File: config.mk
export PLATFORM = sky130hd
export DESIGN_NAME = command_frame_crc16_encoder
export DESIGN_NICKNAME = d
export VERILOG_FILES = /design/src/rtl/core/cfce_pkg.sv /design/src/rtl/core/command_frame_crc16_encoder.sv /design/src/rtl/core/cfce_cfg_regs.sv /design/src/rtl/core/cfce_crc_byte.sv /design/src/rtl/core/cfce_sequencer.sv
export SDC_FILE = /design/constraint.sdc
export NUM_CORES = 1
export LEC_CHECK = 0
export BUFFER_PORTS_ARGS = -buffer_cell sky130_fd_sc_hd__buf_2
export CORE_MARGIN = 2
export CORE_UTILIZATION = 30
export DETAILED_ROUTE_END_ITERATION = 7
export PLACE_DENSITY_LB_ADDON = 0.08
export SLEW_MARGIN = 30
export SYNTH_ARGS = -nofsm -noshare
export SYNTH_HDL_FRONTEND = slang
export SYNTH_SLANG_ARGS = --single-unit
export TNS_END_PERCENT = 10
File: constraint.sdc
create_clock -name clk -period 7.1 [get_ports clk]
set_clock_uncertainty 0.15 [all_clocks]
set_input_delay 0.355 -clock clk [delete_from_list [all_inputs] [get_ports clk]]
set_output_delay 0.355 -clock clk [all_outputs]
set_load 0.1 [all_outputs]
File: src/rtl/core/cfce_pkg.sv
// Shared types and constants for the command frame CRC-16 encoder.
package cfce_pkg;

	localparam int CFG_INDEX_W = 3;

	// Register indexes on the configuration port.
	localparam logic [CFG_INDEX_W-1:0] REG_TARGET_ID      = 3'd0;
	localparam logic [CFG_INDEX_W-1:0] REG_COMMAND_CODE   = 3'd1;
	localparam logic [CFG_INDEX_W-1:0] REG_CRC_POLYNOMIAL = 3'd2;
	localparam logic [CFG_INDEX_W-1:0] REG_CRC_INITIAL    = 3'd3;

	localparam logic [15:0] TARGET_ID_RST      = 16'h0000;
	localparam logic [7:0]  COMMAND_CODE_RST   = 8'h00;
	localparam logic [15:0] CRC_POLYNOMIAL_RST = 16'hA001;
	localparam logic [15:0] CRC_INITIAL_RST    = 16'hC181;

	// Byte positions within the part of a frame that one request can produce.
	localparam int NUM_STEPS = 6;
	localparam logic [2:0] STEP_ID_LO  = 3'd0;
	localparam logic [2:0] STEP_ID_HI  = 3'd1;
	localparam logic [2:0] STEP_CMD    = 3'd2;
	localparam logic [2:0] STEP_DATA   = 3'd3;
	localparam logic [2:0] STEP_CRC_LO = 3'd4;
	localparam logic [2:0] STEP_CRC_HI = 3'd5;

	typedef struct packed {
		logic [15:0] target_id;
		logic [7:0]  command_code;
		logic [15:0] crc_polynomial;
		logic [15:0] crc_initial;
	} cfg_t;

	typedef struct packed {
		logic       valid;
		logic [7:0] frame_byte;
		logic       end_of_frame;
	} emit_t;

endpackage

File: src/rtl/core/command_frame_crc16_encoder.sv
// Top level of the command frame encoder with its output register.
//
// Each request carries at most one payload byte and may close the frame. The
// first request of a frame also puts out the target id (low byte first) and
// the command code, and a closing request appends the CRC-16, low byte first,
// with end_of_frame set on its high byte. The CRC is reflected, shifted right,
// starts from crc_initial and covers every earlier byte of the frame. The block
// puts out one frame byte per clock cycle while the output is not stalled, and
// holds a request until it has produced all of its bytes: up to six for a first
// request that also closes the frame, one for a payload byte inside a frame.
// The next request is taken in the cycle that its predecessor hands over
// its last byte to the output register. Configuration writes take effect at once
// and should be made while no frame is open.
module command_frame_crc16_encoder (
	input  logic                             clk,
	input  logic                             arst_n,
	input  logic                             cfg_valid,
	output logic                             cfg_ready,
	input  logic [cfce_pkg::CFG_INDEX_W-1:0] cfg_index,
	input  logic [15:0]                      cfg_data,
	input  logic                             item_valid,
	output logic                             item_stall,
	input  logic [7:0]                       payload_byte,
	input  logic                             has_byte,
	input  logic                             is_last,
	output logic                             byte_valid,
	input  logic                             byte_stall,
	output logic [7:0]                       frame_byte,
	output logic                             end_of_frame
);
	import cfce_pkg::*;

	cfg_t  cfg;
	emit_t emit;
	logic  out_ready;
	logic  byte_valid_q;
	logic [7:0] frame_byte_q;
	logic  end_of_frame_q;

	cfce_cfg_regs u_cfg (
		.clk       (clk),
		.arst_n    (arst_n),
		.cfg_valid (cfg_valid),
		.cfg_index (cfg_index),
		.cfg_data  (cfg_data),
		.cfg_ready (cfg_ready),
		.cfg       (cfg)
	);

	cfce_sequencer u_seq (
		.clk          (clk),
		.arst_n       (arst_n),
		.cfg          (cfg),
		.item_valid   (item_valid),
		.item_stall   (item_stall),
		.payload_byte (payload_byte),
		.has_byte     (has_byte),
		.is_last      (is_last),
		.out_ready    (out_ready),
		.emit         (emit)
	);

	assign out_ready = !byte_valid_q || !byte_stall;

	always_ff @(posedge clk or negedge arst_n) begin
		if (!arst_n) begin
			byte_valid_q <= 1'b0;
		end else if (out_ready) begin
			byte_valid_q <= emit.valid;
		end
	end

	always_ff @(posedge clk) begin
		if (out_ready && emit.valid) begin
			frame_byte_q   <= emit.frame_byte;
			end_of_frame_q <= emit.end_of_frame;
		end
	end

	assign byte_valid   = byte_valid_q;
	assign frame_byte   = frame_byte_q;
	assign end_of_frame = end_of_frame_q;

endmodule

File: src/rtl/core/cfce_cfg_regs.sv
// Configuration register file for the command frame encoder.
module cfce_cfg_regs (
	input  logic                             clk,
	input  logic                             arst_n,
	input  logic                             cfg_valid,
	input  logic [cfce_pkg::CFG_INDEX_W-1:0] cfg_index,
	input  logic [15:0]                      cfg_data,
	output logic                             cfg_ready,
	output cfce_pkg::cfg_t                   cfg
);
	import cfce_pkg::*;

	cfg_t cfg_q;

	assign cfg_ready = 1'b1;
	assign cfg       = cfg_q;

	always_ff @(posedge clk or negedge arst_n) begin
		if (!arst_n) begin
			cfg_q.target_id      <= TARGET_ID_RST;
			cfg_q.command_code   <= COMMAND_CODE_RST;
			cfg_q.crc_polynomial <= CRC_POLYNOMIAL_RST;
			cfg_q.crc_initial    <= CRC_INITIAL_RST;
		end else if (cfg_valid && cfg_ready) begin
			case (cfg_index)
				REG_TARGET_ID:      cfg_q.target_id      <= cfg_data;
				REG_COMMAND_CODE:   cfg_q.command_code   <= cfg_data[7:0];
				REG_CRC_POLYNOMIAL: cfg_q.crc_polynomial <= cfg_data;
				REG_CRC_INITIAL:    cfg_q.crc_initial    <= cfg_data;
				default: begin
				end
			endcase
		end
	end

endmodule

File: src/rtl/core/cfce_crc_byte.sv
// One-byte update of a reflected CRC-16 with a programmable polynomial.
module cfce_crc_byte (
	input  logic [15:0] crc_in,
	input  logic [7:0]  data,
	input  logic [15:0] poly,
	output logic [15:0] crc_out
);

	always_comb begin
		logic [15:0] c;
		c = crc_in ^ {8'h00, data};
		for (int k = 0; k < 8; k++) begin
			c = c[0] ? ((c >> 1) ^ poly) : (c >> 1);
		end
		crc_out = c;
	end

endmodule

File: src/rtl/core/cfce_sequencer.sv
// Request holding register and byte sequencer with the running CRC.
module cfce_sequencer (
	input  logic              clk,
	input  logic              arst_n,
	input  cfce_pkg::cfg_t    cfg,
	input  logic              item_valid,
	output logic              item_stall,
	input  logic [7:0]        payload_byte,
	input  logic              has_byte,
	input  logic              is_last,
	input  logic              out_ready,
	output cfce_pkg::emit_t   emit
);
	import cfce_pkg::*;

	logic        item_full_q;
	logic [7:0]  payload_q;
	logic        has_q;
	logic        last_q;
	logic [2:0]  pos_q;
	logic        in_frame_q;
	logic [15:0] crc_q;

	logic [NUM_STEPS-1:0] needed;
	logic [2:0]  cur;
	logic        found;
	logic        more;
	logic        fire;
	logic        item_done;
	logic [7:0]  cur_byte;
	logic [15:0] crc_base;
	logic [15:0] crc_next;

	// Header bytes are needed only while no frame is open.
	assign needed = {last_q, last_q, has_q, ~in_frame_q, ~in_frame_q, ~in_frame_q};

	// Pick the first needed position at or after pos_q, and see whether more follow.
	always_comb begin
		found = 1'b0;
		more  = 1'b0;
		cur   = STEP_ID_LO;
		for (int i = 0; i < NUM_STEPS; i++) begin
			if (needed[i] && (3'(i) >= pos_q)) begin
				if (found) begin
					more = 1'b1;
				end else begin
					found = 1'b1;
					cur   = 3'(i);
				end
			end
		end
	end

	always_comb begin
		case (cur)
			STEP_ID_LO:  cur_byte = cfg.target_id[7:0];
			STEP_ID_HI:  cur_byte = cfg.target_id[15:8];
			STEP_CMD:    cur_byte = cfg.command_code;
			STEP_DATA:   cur_byte = payload_q;
			STEP_CRC_LO: cur_byte = crc_q[7:0];
			STEP_CRC_HI: cur_byte = crc_q[15:8];
			default:     cur_byte = 8'h00;
		endcase
	end

	assign crc_base = (cur == STEP_ID_LO) ? cfg.crc_initial : crc_q;

	cfce_crc_byte u_crc (
		.crc_in  (crc_base),
		.data    (cur_byte),
		.poly    (cfg.crc_polynomial),
		.crc_out (crc_next)
	);

	assign fire      = item_full_q && found && out_ready;
	assign item_done = item_full_q && (!found || (out_ready && !more));
	assign item_stall = item_full_q && !item_done;

	assign emit.valid        = fire;
	assign emit.frame_byte   = cur_byte;
	assign emit.end_of_frame = (cur == STEP_CRC_HI);

	always_ff @(posedge clk or negedge arst_n) begin
		if (!arst_n) begin
			item_full_q <= 1'b0;
			pos_q       <= STEP_ID_LO;
			in_frame_q  <= 1'b0;
		end else begin
			if (item_valid && !item_stall) begin
				item_full_q <= 1'b1;
			end else if (item_done) begin
				item_full_q <= 1'b0;
			end
			if (item_done) begin
				pos_q <= STEP_ID_LO;
			end else if (fire) begin
				pos_q <= cur + 3'd1;
			end
			if (fire && cur == STEP_CMD) begin
				in_frame_q <= 1'b1;
			end else if (fire && cur == STEP_CRC_HI) begin
				in_frame_q <= 1'b0;
			end
		end
	end

	always_ff @(posedge clk) begin
		if (item_valid && !item_stall) begin
			payload_q <= payload_byte;
			has_q     <= has_byte;
			last_q    <= is_last;
		end
		if (fire && cur <= STEP_DATA) begin
			crc_q <= crc_next;
		end
	end

endmodule

==> qor.yml, run 1 <==
dieHeight_um: 152
arrival_ps: 6470
syn-cell-area_sq_mm: 0.00661
status: "finished clean"
grt.total_usage_pct: 15.3
postRouteAntennaNets: 0
first_pass_iters: 6
ctsHoldBuffers: 0
period_share_pct: 91.8
critPathRequiredTime_ps: 7050
crit_fanout: 19
start_util_pct: 30.4
busiest_layer: "met2"
fin_crit_ps: 6520
hpwl_mm: 12.9
gr-usage-met2_pct: 25.9
portBuffers: 44
finalNetCount: 718
synth_area_per_cell_sq_um: 10.1
yosys_most_used_dff: "dfrtp_1"
tightest_slew_ps: 856
hold_viol: 0
met3_usage_pct: 2.22
grt_util_met1_pct: 21.1
clock_latency_ps: 340
drc: 0
via_per_inst: 4.93
finish.utilization_pct: 33.8
insertedDiodeCount: 0
timing.fmax_mhz: 153
synth_cell_types: 72
placed_area_sq_mm: 0.00703
finalSetupViolCount: 0
drtIter0Drc: 232
grt_pass1_wl_mm: 28.1
ys_seq_area_share_pct: 39.5
wl_mm: 17.7
die_w_um: 152
grt_max_degree: 63
cts_buffer_depth: 2
worstSetupStartpoint: "u_seq.pos_q[2]$_DFFE_PN0P_"
multiInputGateArea_sq_mm: 0.00370
synth_fp_nets: 696
finalSetupTns_ps: 0
worstHoldStart: "has_byte"
cp-start-kind: "flip-flop"
cts_root_buffer: "clkbuf_16"
async_flop_share_pct: 63.9
cts_sinks: 97
post_cts_resized: 0
hold_ws_ps: 30.7
fill_cells: 2223
tritoncts: "done"
worstSetupPathType: "flip-flop to flip-flop"
core-area_sq_mm: 0.0218
gr-total-overflow: 0
drive_gt1_share_pct: 24.4
io_pins: 46
syn_to_final_growth_pct: 11.2
place.gp.congestion: 0.797
synth_edf_count: 35
rsz0062_at_grt: "false"
min_path_type: "primary input to flip-flop"
rows: 54
grt_antenna_before_repair: 0
vias: 4749
path_clk_slew_ps: 70
finalMaxSlewViolations: 0
wl_per_cell_um: 18.3
first_global_vias: 4729
stdcell_area_sq_mm: 0.00735
worstSetupEndpointType: "flip-flop"
htree_levels: 3
relSlewSlack_pct: 42.6
synth.ff_latch_count: 97
dieArea_sq_mm: 0.0232
max_cap_viol_count: 0
syn_inst: 657
reg2reg_from: "u_seq.pos_q[2]$_DFFE_PN0P_"
ff_latch_area_sq_mm: 0.00261
cts_buffers: 9
synth_warnings: 0
worst paths after layout:
| path | end | slack (ps) | cells past startpoint |
|---|---|---|---|
| max | u_seq.crc_q[14]$_DFFE_PP_ | 580 | 23 |
| min in group asynchronous | u_cfg.cfg[12]$_DFFE_PN0P_ | 50 | 2 |
| max in group asynchronous | u_cfg.cfg[40]$_DFFE_PN0P_ | 6180 | 2 |
| min reg2reg | u_cfg.cfg[45]$_DFFE_PN0P_ | 360 | 1 |
| min | u_seq.has_q$_DFFE_PP_ | 30 | 1 |
| max reg2reg | u_seq.crc_q[14]$_DFFE_PP_ | 580 | 23 |
cell usage in the layout (no fill, tap or decap), drive strengths merged, types with 5 or more instances in the layout:
cell,synthesis,routed
mux2,54,54
ha,5,5
dfstp,8,8
xnor2,95,95
nand3,5,5
dfrtp,54,54
edfxtp,35,35
inv,13,16
a21oi,25,25
clkbuf,20,12
xor2,19,19
xnor3,6,6
a211oi,5,5
mux2i,21,21
a222oi,6,6
a21o,5,5
o21ai,15,15
and2,5,5
nor2,24,24
nand2,138,138
a221oi,5,5
buf,27,58
a22oi,5,5
synthesized netlist by cell type (3+ instances only):
| master | n | share of area [%] |
|---|---|---|
| a32o_1 | 4 | 0.61 |
| ha_1 | 5 | 0.95 |
| mux2i_1 | 20 | 3.0 |
| o211ai_1 | 3 | 0.34 |
| and3_1 | 4 | 0.38 |
| xor2_1 | 19 | 2.5 |
| buf_6 | 5 | 0.85 |
| buf_2 | 8 | 0.61 |
| o21ai_1 | 3 | 0.23 |
| a21o_1 | 4 | 0.45 |
| xnor2_1 | 94 | 12 |
| mux2_2 | 53 | 9.0 |
| a222oi_1 | 6 | 0.91 |
| a32oi_1 | 3 | 0.40 |
| buf_4 | 13 | 1.5 |
| nand2_1 | 129 | 7.3 |
| dfrtp_1 | 54 | 20 |
| edfxtp_1 | 35 | 16 |
| nand2_2 | 9 | 0.85 |
| xnor3_1 | 6 | 2.0 |
| a22oi_1 | 4 | 0.45 |
| a21oi_2 | 3 | 0.40 |
| a31oi_1 | 3 | 0.28 |
| nand2b_1 | 3 | 0.28 |
| nand3_1 | 5 | 0.38 |
| nor2_1 | 23 | 1.3 |
| clkbuf_1 | 19 | 1.1 |
| o21ai_0 | 11 | 0.83 |
| dfstp_2 | 8 | 3.2 |
| a221oi_1 | 5 | 0.66 |
| o221ai_1 | 4 | 0.53 |
| inv_1 | 12 | 0.68 |
| a21oi_1 | 22 | 1.7 |
| a211oi_1 | 3 | 0.34 |
| and2_1 | 5 | 0.47 |
cells by family after synthesis:
kind of cell	count (synthesis)	share of synthesized area, %
compound gates	98	11.2
mux	75	12.6
buf+inv	61	4.98
flops	97	39.5
fa+ha+maj	5	0.946
xor+xnor	120	17.3
simple gates	200	13.4
other cells	1	0.0567
sequential cells by signal, indices dropped and copies added, names as in the netlist:
register	count
u_seq.payload_q	8
u_seq.last_q	1
end_of_frame	1
u_cfg.cfg	56
u_seq.crc_q	16
u_seq.item_full_q	1
u_seq.has_q	1
u_seq.pos_q	3
u_seq.in_frame_q	1
frame_byte	8
byte_valid	1
final cells by class:
class / count / share of cell area (%)
flip-flops and latches: 97 / 35.6
well taps: 280 / 4.77
repair buffers: 58 / 4.43
inverters: 14 / 0.715
clock inverters: 4 / 0.409
clock buffers: 12 / 3.78
multi-input cells: 499 / 50.3
layer usage:
layer  routed length (um)  vias to the layer above
met5                    0                        -
met4                  163                        0
met3                  509                       10
met2                 8560                       93
met1                 8420                     2331
li1                     -                     2315
repair_timing:
action,CTS,global route
setup buffers,0,0
setup endpoints to repair,0,2
endpoints found under the hold margin,0,0
metrics by stage:
stage | std cells | setup slack, ps
after floorplan | 657 | 1120
after global placement | 948 | 581
after detailed placement | 948 | 420
after CTS | 964 | 378
after global routing | 964 | 14.5
final | 964 | 584
critical path, stage by stage (launching register included):
cell	delay (ps)
dfrtp_1	490
nor2_1	80
a21oi_1	120
o22ai_1	100
a22oi_1	310
inv_1	120
ha_1	200
ha_1	210
a222oi_1	610
a21o_1	210
o211ai_1	170
a21oi_4	560
a21oi_1	150
a32oi_1	250
and3_1	390
o21a_1	200
or2_1	510
nand2_1	140
xnor2_1	160
xnor3_1	450
xnor2_2	160
buf_4	240
nand2_1	90
xor2_1	170
Power of run 1 is not shown: default switching activity piles up to over one toggle a cycle in this logic, so the estimate is an artifact.
==> run 2, diff against run 1 <==
SYNTH_HIERARCHICAL = 1   (was not set)
==> run 2 against run 1 <==
Maximum frequency increased by 1.7%. First-iteration DRC count increased by 25%. Register-to-register slack improved by 110 ps. Non-clock buffer count decreased by 4. Critical path depth decreased by 3. Synthesized area increased by 1.4%. Wire length increased by 5.2%. Design area increased by 1.3%. Via count increased by 0.21%. Die area increased by 1.4%. Critical path type unchanged. Largest cell class unchanged.
==> qor.yml, run 2 <==
arrival_ps: 6370  # -100 ps
drc: 0  # unchanged
synth_cell_types: 73  # +1.4%
worstSetupEndpointType: "flip-flop"
clock_latency_ps: 360  # +20 ps
syn-cell-area_sq_mm: 0.00670  # +1.4%
met3_usage_pct: 2.92  # +0.70 points
rsz0062_at_grt: "false"
relSlewSlack_pct: 42.9  # +0.22 points
timing.fmax_mhz: 156  # +1.7%
portBuffers: 44  # unchanged
post_cts_resized: 0  # unchanged
place.gp.congestion: 0.834  # +4.6%
reg2reg_slack_ps: 690  # +110 ps
synth.area.top_cells: "dfrtp_1 20%, edfxtp_1 16%, xnor2_1 12%"
grt.total_usage_pct: 15.7  # +0.44 points
path_delay_family: "compound AO/OA/AOI/OAI gates"
yosysTopAreaCell: "dfrtp_1"
core-area_sq_mm: 0.0219  # +0.62%
synth_area_per_cell_sq_um: 10.7  # +5.9%
crit_fanout: 16  # -3
synth_fp_nets: 668  # -4.0%
largest_reg_flops: 56  # unchanged
cpPeakStageDelay_ps: 570  # -40 ps
grt_util_met1_pct: 22.6  # +1.6 points
path_clk_slew_ps: 70  # about the same
rows: 54  # unchanged
synthDominantCellAreaShare_pct: 20.2  # -0.28 points
die_w_um: 153  # +0.68%
cp_slowest_cell: "xor3_2"
gr-total-overflow: 0  # unchanged
drtIter0Drc: 290  # +25%
ctsHoldBuffers: 0  # unchanged
tritoncts: "done"
gr-usage-met2_pct: 24.8  # -1.0 points
cts_sinks: 97  # unchanged
htree_levels: 3  # unchanged
async_flop_share_pct: 63.9  # unchanged
hpwl_mm: 13.7  # +6.3%
grt_antenna_before_repair: 0  # unchanged
via_per_inst: 5.06  # +2.7%
vias: 4759  # +0.21%
finalNetCount: 695  # -3.2%
postRouteAntennaNets: 0  # unchanged
cts_buffers: 9  # unchanged
yosys-top-cells-count: "98 x nand2_1, 95 x xnor2_1, 72 x mux2_2"
cts_root_buffer: "clkbuf_16"
path_cells: "nor2_1 -> a21o_1 -> a31oi_1 -> inv_1 -> ha_1 -> ha_1 -> a32oi_1 -> o221ai_1 -> xor2_1 -> buf_4 -> nand3_1 -> a2111o_1 -> a211oi_2 -> o21ai_0 -> nand2_1 -> o2111ai_1 -> xor3_2 -> nand2_1 -> xnor3_1 -> xnor2_1"
cts_buffer_depth: 2  # unchanged
drive_gt1_share_pct: 26.5  # +2.1 points
dieHeight_um: 153  # +0.68%
grt_pass1_wl_mm: 28.5  # +1.6%
grt_max_degree: 63  # unchanged
start_util_pct: 30.6  # +0.24 points
placed_area_sq_mm: 0.00716  # +1.8%
status: "finished clean"
wl_per_cell_um: 19.7  # +7.7%
syn_inst: 629  # -4.3%
worstSetupPathType: "flip-flop to flip-flop"
wl_mm: 18.6  # +5.2%
min_path_type: "primary input to asynchronous set/reset pin"
hold_viol: 0  # unchanged
max_cap_viol_count: 0  # unchanged
syn_to_final_growth_pct: 11.1  # about the same
busiest_layer: "met2"
finalSetupTns_ps: 0  # unchanged
yosys_most_used_dff: "dfrtp_1"
stdcell_area_sq_mm: 0.00745  # +1.3%
dieArea_sq_mm: 0.0236  # +1.4%
path_buf_inv: 2  # unchanged
yosysMostFrequentCell: "nand2_1"
cts_setup_buffers: 0  # unchanged
fin_crit_ps: 6410  # -109 ps
cp-start-kind: "flip-flop"
synth_warnings: 6  # +6
tightest_slew_ps: 857  # +0.730 ps
finalMaxSlewViolations: 0  # unchanged
critPathRequiredTime_ps: 7060  # about the same
first_global_vias: 4601  # -2.7%
synth_edf_count: 35  # unchanged
period_share_pct: 90.2  # -1.5 points
ys_seq_area_share_pct: 39.0  # -0.55 points
final_common_cell: "nand2_1"
insertedDiodeCount: 0  # unchanged
layout_common_cells: "98 x nand2_1, 95 x xnor2_1, 72 x mux2_2"
io_pins: 46  # unchanged
fill_cells: 2259  # +1.6%
synth.ff_latch_count: 97  # unchanged
first_pass_iters: 6  # unchanged
finalSetupViolCount: 0  # unchanged
[run 2: final timing paths]
check	start	endpoint	depth (start not counted)
min in group clk	payload_byte[1]	u_seq/payload_q[1]$_DFFE_PP_	1
worst max register to register	u_seq/pos_q[2]$_DFFE_PN0P_	u_seq/crc_q[10]$_DFFE_PP_	20
worst min-delay path	arst_n	u_cfg/cfg[26]$_DFFE_PN0P_	2
worst min register to register	u_cfg/cfg[4]$_DFFE_PN0P_	u_cfg/cfg[4]$_DFFE_PN0P_	1
worst max-delay path	u_seq/pos_q[2]$_DFFE_PN0P_	u_seq/crc_q[10]$_DFFE_PP_	20
max in group asynchronous	arst_n	u_cfg/cfg[1]$_DFFE_PN0P_	2
[run 2: final cells by class]
class | count | area (sq um) | share of cell area, %
clock inverters | 7 | 61.3 | 0.823
repair buffers | 54 | 295 | 3.97
well taps | 280 | 350 | 4.70
flip-flops and latches | 97 | 2610 | 35.1
inverters | 11 | 41.3 | 0.554
clock buffers | 9 | 225 | 3.02
multi-input cells | 483 | 3860 | 51.8
[run 2: cells by family (layout without fill, tap and decap cells)]
group	after synthesis	in the layout	synth area share [%]
XOR/XNOR	124	124	18.1
AND/OR/NAND/NOR	186	186	14.4
other	1	1	0.0559
multiplexers	87	87	14.3
AO/OA/AOI/OAI	80	80	9.48
adder cells (fa/ha/maj)	5	5	0.933
flip-flops	97	97	39.0
buffers and inverters	49	81	3.71
[run 2: per-stage QoR]
stage	hold WS (ps)	instances	utilization (%)	setup slack [ps]
after floorplan	-90.6	629	-	1830
after global placement	332	925	32.6	705
after detailed placement	339	925	32.7	477
after CTS	13.4	941	34.0	441
after global routing	10.7	941	34.0	181
final	11.0	941	34.0	693
[run 2: metal layers]
layer / routed length, um / up-vias
met5: 0 / -
met4: 256 / 0
met3: 646 / 27
met2: 8500 / 101
met1: 9160 / 2348
li1: - / 2283
[run 2: worst reg2reg max path: cells and delay by family, from the launching register on]
family	cells	cell delay, ps
AOI/OAI and AO/OA	8	2300
xor gates and xnor gates	4	1590
DFF	1	500
adders and majority gates	2	550
buffers and inverters	2	420
and+or+nand+nor	4	660
Power of run 2 is left out for the same reason.
==> run 3, diff against run 2 <==
CORE_MARGIN = 8   (was 2)
==> run 3 against run 2 <==
Worst hold slack gained 6.9 ps. Die area grew 16%. Core utilization grew 0.24 points. Critical path type unchanged.
==> qor.yml, run 3 (same netlist as run 2, synthesis figures left out) <==
vias: 4758  # -0.021%
wl_mm: 18.9  # +1.9%
reg2reg_slack_ps: 520  # -170 ps
rsz0062_at_grt: "false"
hold_viol: 0  # unchanged
path_clk_slew_ps: 70  # about the same
grt_max_degree: 63  # unchanged
arrival_ps: 6530  # +160 ps
largest_reg_flops: 56  # unchanged
worstSetupEndpointType: "flip-flop"
dieHeight_um: 165  # +7.8%
postRouteAntennaNets: 0  # unchanged
finish.utilization_pct: 34.3  # +0.24 points
dieArea_sq_mm: 0.0274  # +16%
period_share_pct: 92.7  # +2.5 points
wl_per_cell_um: 20.1  # +1.7%
max_cap_viol_count: 0  # unchanged
finalSetupViolCount: 0  # unchanged
htree_levels: 3  # unchanged
ctsHoldBuffers: 0  # unchanged
status: "finished clean"
relSlewSlack_pct: 44.0  # +1.1 points
final_common_cell: "nand2_1"
hold_ws_ps: 17.9  # +6.87 ps
hpwl_mm: 14.2  # +3.5%
critPathRequiredTime_ps: 7050  # about the same
path_delay_family: "compound AO/OA/AOI/OAI gates"
first_global_vias: 4823  # +4.8%
grt.total_usage_pct: 14.2  # -1.6 points
path_buf_inv: 2  # unchanged
final_cells: 943  # +0.21%
tritoncts: "done"
cpPeakStageDelay_ps: 670  # +100 ps
grt_antenna_before_repair: 0  # unchanged
worstSetupPathType: "flip-flop to flip-flop"
finalMaxSlewViolations: 0  # unchanged
via_per_inst: 5.05  # -0.23%
die_w_um: 165  # +7.8%
timing.fmax_mhz: 152  # -2.7%
drtIter0Drc: 289  # -0.34%
cts_buffers: 9  # unchanged
core-area_sq_mm: 0.0219  # unchanged
finalSetupTns_ps: 0  # unchanged
cts_sinks: 97  # unchanged
cts_setup_buffers: 0  # unchanged
cts_buffer_depth: 2  # unchanged
portBuffers: 44  # unchanged
layout_common_cells: "98 x nand2_1, 95 x xnor2_1, 72 x mux2_2"
first_pass_iters: 5  # -1
drc: 0  # unchanged
insertedDiodeCount: 0  # unchanged
drive_gt1_share_pct: 26.4  # -0.080 points
dpl.cell_count: 927  # +0.22%
place.gp.congestion: 0.806  # -3.3%
cp_slowest_cell: "xor3_1"
rows: 54  # unchanged
clock_latency_ps: 350  # about the same
tightest_slew_ps: 841  # -16.2 ps
crit_fanout: 13  # -3
min_path_type: "primary input to asynchronous set/reset pin"
fin_crit_ps: 6580  # +175 ps
syn_to_final_growth_pct: 11.9
post_cts_resized: 0  # unchanged
start_util_pct: 30.6  # unchanged
finalNetCount: 697  # +0.29%
io_pins: 46  # unchanged
path_cells: "nor2_1 -> a21o_1 -> a31oi_1 -> inv_1 -> ha_1 -> ha_1 -> a32oi_1 -> o221ai_1 -> xor2_1 -> buf_4 -> nand3_1 -> a2111o_1 -> a211oi_2 -> o21ai_0 -> nand2_1 -> o2111ai_1 -> xor3_1 -> nand2_1 -> xnor3_1 -> xnor2_1"
cp-start-kind: "flip-flop"
gr-total-overflow: 0  # unchanged
cts_root_buffer: "clkbuf_16"
grt_pass1_wl_mm: 29.6  # +3.7%
-- run 3: cell types whose count changed in the layout (fill, tap and decap cells not counted), sizes merged --
cell | previous run | this run
inv | 15 | 13
clkinv | 3 | 1
buf | 54 | 56
clkbuf | 9 | 13
-- run 3: worst paths after layout --
| check | to | cells past startpoint | startpoint |
|---|---|---|---|
| min reg2reg | u_cfg/cfg[5]$_DFFE_PN0P_ | 1 | u_cfg/cfg[5]$_DFFE_PN0P_ |
| max in group asynchronous | u_seq/pos_q[1]$_DFFE_PN0P_ | 2 | arst_n |
| max reg2reg | u_seq/crc_q[8]$_DFFE_PP_ | 20 | u_seq/pos_q[2]$_DFFE_PN0P_ |
| min in group clk | u_seq/payload_q[3]$_DFFE_PP_ | 1 | payload_byte[3] |
| min | u_cfg/cfg[26]$_DFFE_PN0P_ | 2 | arst_n |
| max | u_seq/crc_q[8]$_DFFE_PP_ | 20 | u_seq/pos_q[2]$_DFFE_PN0P_ |
-- run 3: per-stage QoR --
step                      instance area [sq um]  worst slack [ps]
after floorplan                            6700              1830
after global placement                     7160               796
after detailed placement                   7170               581
after CTS                                  7500               532
after global routing                       7500              14.6
final                                      7500               518
-- run 3: metal layers --
metal  GRT usage, %  vias to the layer above  part of all wire (%)
met5              0                        -                     0
met4           2.31                        0                  0.82
met3           2.53                       10                   3.3
met2           23.2                       93                    48
met1           19.4                     2382                    48
li1               -                     2273                     -
-- run 3: layout make-up --
class / count / area, sq um
clock buffer: 13 / 304
clock inverter: 3 / 21.3
timing repair buffer: 56 / 310
fill: 2241 / 14400
sequential: 97 / 2610
inverter: 11 / 41.3
tap: 280 / 350
multi-input combinational: 483 / 3860
Power of run 3 is left out for the same reason.
